--- src/rtl/mpas_pkg.sv ---
// Package for the median-fed adaptive smoother.
// Holds widths, register indexes, Q-format constants and the controller command struct.
// Depends on nothing.
package mpas_pkg;

    localparam int WINDOW_DEF = 5;
    localparam int DATA_W     = 32;
    localparam int STAB_W     = 17;
    localparam int CFG_IDX_W  = 2;
    localparam int CFG_DATA_W = 31;

    // configuration register indexes
    localparam logic [CFG_IDX_W-1:0] REG_SETTLE = 2'd0;
    localparam logic [CFG_IDX_W-1:0] REG_LOCK_A = 2'd1;
    localparam logic [CFG_IDX_W-1:0] REG_TRACK_A = 2'd2;
    localparam logic [CFG_IDX_W-1:0] REG_ASSIST = 2'd3;

    // Q1.16 coefficients
    localparam logic [16:0] ONE_Q16    = 17'd65536;
    localparam logic [16:0] W_NEW      = 17'd3277;
    localparam logic [16:0] W_OLD      = 17'd62259;
    localparam logic [16:0] LOCK_FRAC  = 17'd6554;
    localparam logic [16:0] TRACK_FRAC = 17'd19661;

    // datapath operations issued by the controller
    localparam logic [3:0] OP_NONE   = 4'd0;
    localparam logic [3:0] OP_SORT   = 4'd1;
    localparam logic [3:0] OP_ERR    = 4'd2;
    localparam logic [3:0] OP_TREND  = 4'd3;
    localparam logic [3:0] OP_MODE   = 4'd4;
    localparam logic [3:0] OP_DIV    = 4'd5;
    localparam logic [3:0] OP_INTEG  = 4'd6;
    localparam logic [3:0] OP_PROP_A = 4'd7;
    localparam logic [3:0] OP_PROP_B = 4'd8;
    localparam logic [3:0] OP_OUT    = 4'd9;
    localparam logic [3:0] OP_PRIME  = 4'd10;
    localparam logic [3:0] OP_RAW    = 4'd11;

    typedef struct packed {
        logic       load;   // write sample into window
        logic [3:0] op;
    } mpas_cmd_t;

    typedef struct packed {
        logic full;         // window full after this load
        logic primed;
        logic step_done;    // multi-cycle op finished
    } mpas_stat_t;

    // round half up, then arithmetic shift by 16
    function automatic logic signed [63:0] shr16r(input logic signed [63:0] v);
        logic signed [63:0] w;
        begin
            w = v + 64'sd32768;
            shr16r = w >>> 16;
        end
    endfunction

    function automatic logic signed [31:0] sat32(input logic signed [63:0] v);
        begin
            if (v > 64'sd2147483647)
                sat32 = 32'h7fff_ffff;
            else if (v < -64'sd2147483648)
                sat32 = 32'h8000_0000;
            else
                sat32 = v[31:0];
        end
    endfunction

endpackage

--- src/rtl/mpas_ctrl.sv ---
// Controller state machine for the smoother: sequences window load, median
// sort, filter update steps and result hand-off. Depends on mpas_pkg.
module mpas_ctrl (
    input  logic                 clk,
    input  logic                 rst_n,
    input  logic                 in_valid,
    output logic                 in_ready,
    output logic                 out_valid,
    input  logic                 out_ready,
    input  mpas_pkg::mpas_stat_t stat,
    output mpas_pkg::mpas_cmd_t  cmd
);
    localparam logic [3:0] S_IDLE  = 4'd0;
    localparam logic [3:0] S_SORT  = 4'd1;
    localparam logic [3:0] S_ERR   = 4'd2;
    localparam logic [3:0] S_TREND = 4'd3;
    localparam logic [3:0] S_MODE  = 4'd4;
    localparam logic [3:0] S_DIV   = 4'd5;
    localparam logic [3:0] S_INTEG = 4'd6;
    localparam logic [3:0] S_PROPA = 4'd7;
    localparam logic [3:0] S_PROPB = 4'd8;
    localparam logic [3:0] S_OUT   = 4'd9;
    localparam logic [3:0] S_PRIME = 4'd10;
    localparam logic [3:0] S_RAW   = 4'd11;
    localparam logic [3:0] S_HOLD  = 4'd12;

    logic [3:0] state_reg, state_next;
    logic       ov_reg, ov_next;
    logic       accept;

    // input taken only in the idle state and when no result is pending in the output register
    assign in_ready  = (state_reg == S_IDLE) && !ov_reg;
    assign accept    = in_valid && in_ready;
    assign out_valid = ov_reg;

    always_comb
    begin
        state_next = state_reg;
        ov_next    = ov_reg;
        cmd.load   = accept;
        cmd.op     = mpas_pkg::OP_NONE;
        if (ov_reg && out_ready)
            ov_next = 1'b0;
        unique case (state_reg)
            S_IDLE:  if (accept) state_next = S_HOLD;
            S_HOLD:
            begin
                if (!stat.full)       state_next = S_RAW;
                else                  state_next = S_SORT;
            end
            S_SORT:
            begin
                cmd.op = mpas_pkg::OP_SORT;
                if (stat.step_done)
                    state_next = stat.primed ? S_ERR : S_PRIME;
            end
            S_ERR:   begin cmd.op = mpas_pkg::OP_ERR;   state_next = S_TREND; end
            S_TREND: begin cmd.op = mpas_pkg::OP_TREND; state_next = S_MODE;  end
            S_MODE:  begin cmd.op = mpas_pkg::OP_MODE;  state_next = S_DIV;   end
            S_DIV:
            begin
                cmd.op = mpas_pkg::OP_DIV;
                if (stat.step_done) state_next = S_INTEG;
            end
            S_INTEG: begin cmd.op = mpas_pkg::OP_INTEG; state_next = S_PROPA; end
            S_PROPA: begin cmd.op = mpas_pkg::OP_PROP_A; state_next = S_PROPB; end
            S_PROPB: begin cmd.op = mpas_pkg::OP_PROP_B; state_next = S_OUT;   end
            S_OUT:
            begin
                cmd.op = mpas_pkg::OP_OUT; state_next = S_IDLE; ov_next = 1'b1;
            end
            S_PRIME:
            begin
                cmd.op = mpas_pkg::OP_PRIME; state_next = S_IDLE; ov_next = 1'b1;
            end
            S_RAW:
            begin
                cmd.op = mpas_pkg::OP_RAW; state_next = S_IDLE; ov_next = 1'b1;
            end
            default: state_next = S_IDLE;
        endcase
    end

    always_ff @(posedge clk or negedge rst_n)
    begin
        if (!rst_n)
        begin
            state_reg <= S_IDLE;
            ov_reg    <= 1'b0;
        end
        else
        begin
            state_reg <= state_next;
            ov_reg    <= ov_next;
        end
    end
endmodule

--- config.mk ---
export PLATFORM = sky130hd
export DESIGN_NAME = mpas_ctrl
export DESIGN_NICKNAME = d
export VERILOG_FILES = /design/src/rtl/mpas_pkg.sv /design/src/rtl/mpas_ctrl.sv
export SDC_FILE = /design/constraint.sdc
export NUM_CORES = 1
export LEC_CHECK = 0
export BUFFER_PORTS_ARGS = -buffer_cell sky130_fd_sc_hd__buf_2
export CORE_AREA = 3 3 40 42
export CTS_CLUSTER_SIZE = 14
export DETAILED_ROUTE_END_ITERATION = 8
export DIE_AREA = 0 0 43 45
export PLACE_DENSITY = 0.58
export REMOVE_ABC_BUFFERS = 1
export SLEW_MARGIN = 40
export SYNTH_ARGS = -nofsm -noshare
export SYNTH_HDL_FRONTEND = slang
export SYNTH_SLANG_ARGS = --single-unit
--- constraint.sdc ---
create_clock -name clk -period 2.05 [get_ports clk]
set_input_delay 0.41 -clock clk [delete_from_list [all_inputs] [get_ports clk]]
set_output_delay 0.41 -clock clk [all_outputs]
set_load 0.02 [all_outputs]
==> impl_results.md <==
- Fin. max-slew vios: 0
- Critical Path AT: about 1500 ps
- CP Class: reg -> out
- Root buf cell: clkbuf_4
- Post-DP HPWL: roughly 650 µm
- Post-CTS Resized: 0
- TritonCTS buffer count: 3
- Max Freq: 0.533 GHz
- TNS Setup: 0 ps
- Initial Util: 0.291
- Layout Cells excl Fill: 74
- Reg area: around 130 µm²
- Ant diodes: 0
- Max_cap viols: 0
- Minimum clock period: ~1900 ps
- Worst r2r path cells: 3
- Num Clock Sinks: 5
- CTS max path bufs: 2
- Layout cells sized above 1: 0.407
- Pleak: approximately 0.24 nW
- First-pass GRT wire length: between 1 and 1.5 mm
- H-tree depth: 1
- Multi-input gate area: ~190 µm²
- Die area: between 1500 and 2000 µm²
- # Post-CTS Setup Buffers: 0
- Gr usage total: 0.0981
- Core footprint: between 1000 and 1500 µm²
- Worst path cell trace: or4_4 -> nor2b_1 -> buf_2
- I/O pin cnt: 14
- Crit start category: flip-flop
- Layout fillers: about 140
- Die Width: ~43 µm
- WP data required: between 1500 and 2000 ps
- Final Cycle Share: 0.915
- Final Skew: between 1.5 and 2 ps
- NumNets Final: 67
- Cell variety after synth: 23
- Wire per inst: between 10 and 15 µm
- Clock latency on the worst-skew pair: around 240 ps
- RSZ-0062 raised after global routing: no
- Crit-path max FO: 3
- Vias in the first global route: 291
- Crit. End Element: output port
- Avg Synthesized Cell Area: ~8.7 µm²
- Number of routed nets with antenna violations: 0
- Placer Congestion: between 0.7 and 0.8
- Post-Route WL: ~830 µm
- Placed Cells: 69
- Crit path largest cell delay: 550 ps
- Worst hold path type: in -> reg
- Max FFs per register: 4
- Worst-margin pin slew: 256 ps
- Status: finished, final reports clean
- Crit path max-delay cell type: or4_4
- Maximum vdd drop: between 0.0005 and 0.0006 V
- Area grow syn2layout: 27.8%
- Final setup fails: 0
- Synthesis warning total: 0
- Die Y: approximately 45 µm
- Final hold vios: 0
- Initial DRC Count: 3
- Mapped Cells: 43
- Hold Path Stages: 2
- Row count: 13
- I/O Buffers: 13
- Detailed-route via count: about 350
- GRT overflow: 0
- Synthesized cell area: 374 µm²
- Hold_buf cts: 1
- CTS tree: done
- Largest net degree at the start of global routing: 13
- Yosys reg bits: 5
- Slew Limit Headroom: 0.829
- Pwr Density: between 1500 and 2000 nW/µm²
- Seq/Total Area, Yosys: 0.334
- Initial antenna violation count: 0
- # DRC: 0
- Clock transition at the registers of the reported paths: around 50 ps
- Via density: between 4 and 5
- First-pass DRT Iterations: 4
-- final cells by class --
type / count / share of cell area
well taps: 15 / 0.0393
flip-flops and latches: 5 / 0.262
inverters: 4 / 0.0314
clock buffers: 3 / 0.0471
clock inverters: 1 / 0.0105
repair buffers: 17 / 0.204
multi-input cells: 29 / 0.406
-- Yosys cell counts (all sizes together) --
library cell,count,area (µm²)
a21o,1,8.76
a21oi,2,10.0
a2bb2oi,1,8.76
a31oi,1,6.26
and2,2,13.8
buf,5,40.0
dfrtp,5,125
inv,4,15.0
mux2i,1,10.0
nand2,2,7.51
nand2b,1,6.26
nand3,1,5.00
nor2,4,15.0
nor2b,4,25.0
nor4bb,1,10.0
o21ai,3,15.0
o32ai,3,33.8
or4,2,18.8
-- stage by stage --
step	instance area (µm²)	hold slack [ps]	total power, W	utilization	setup WS (ps)
3_3_place_gp	440	228	0.000707	0.343	440
2_1_floorplan	334	114	0.000530	-	288
4_1_cts	478	354	0.000830	0.372	155
5_1_grt	478	372	0.000895	0.372	119
6_report	478	360	0.000820	0.372	174
3_5_place_dp	440	227	0.000706	0.343	427
-- worst max-delay path, delay by kind of cell, from the launching register on --
family                 cells  cell delay, ps
buffers and inverters      1             170
AND/OR/NAND/NOR            2             660
flip-flops                 1             390
-- logic make-up after synthesis --
family / share of synthesized area
simple gates: 0.271
compound gates: 0.221
buf+inv: 0.147
flops: 0.334
mux: 0.0268
-- per-layer routing --
layer	global-route usage	wire length, µm	vias up
met5	0	0	-
met4	0.0181	0	0
met3	0.0637	54	0
met2	0.135	351	10
met1	0.130	428	153
li1	-	-	182
-- worst paths after layout --
kind	startpoint	to	slack, ps
max	state_reg[0]	cmd[4]	170
min	out_ready	out_valid	360
max reg2reg	state_reg[1]	state_reg[3]	700
min reg2reg	out_valid	out_valid	590
max in group asynchronous	rst_n	state_reg[1]	1410
min in group asynchronous	rst_n	state_reg[0]	510
-- where the power goes --
part | leakage [nW] | total, W | internal [W] | switching [W]
registers | 0.0634 | 0.000194 | 0.000147 | 0.0000464
logic | 0.154 | 0.000511 | 0.000221 | 0.000290
clock network | 0.0177 | 0.000115 | 0.0000707 | 0.0000441
total | 0.235 | 0.000820 | 0.000439 | 0.000380
-- placed cells by master, fill, tap and decap left out, types with 2 or more instances in the layout --
cell / instances
a21oi_1: 2
o32ai_1: 2
inv_1: 4
buf_2: 13
o21ai_0: 3
nor2b_1: 4
buf_4: 3
nor2_1: 4
dfrtp_1: 5
clkbuf_4: 3
nand2_1: 2
(Power assumes the default switching activity.)
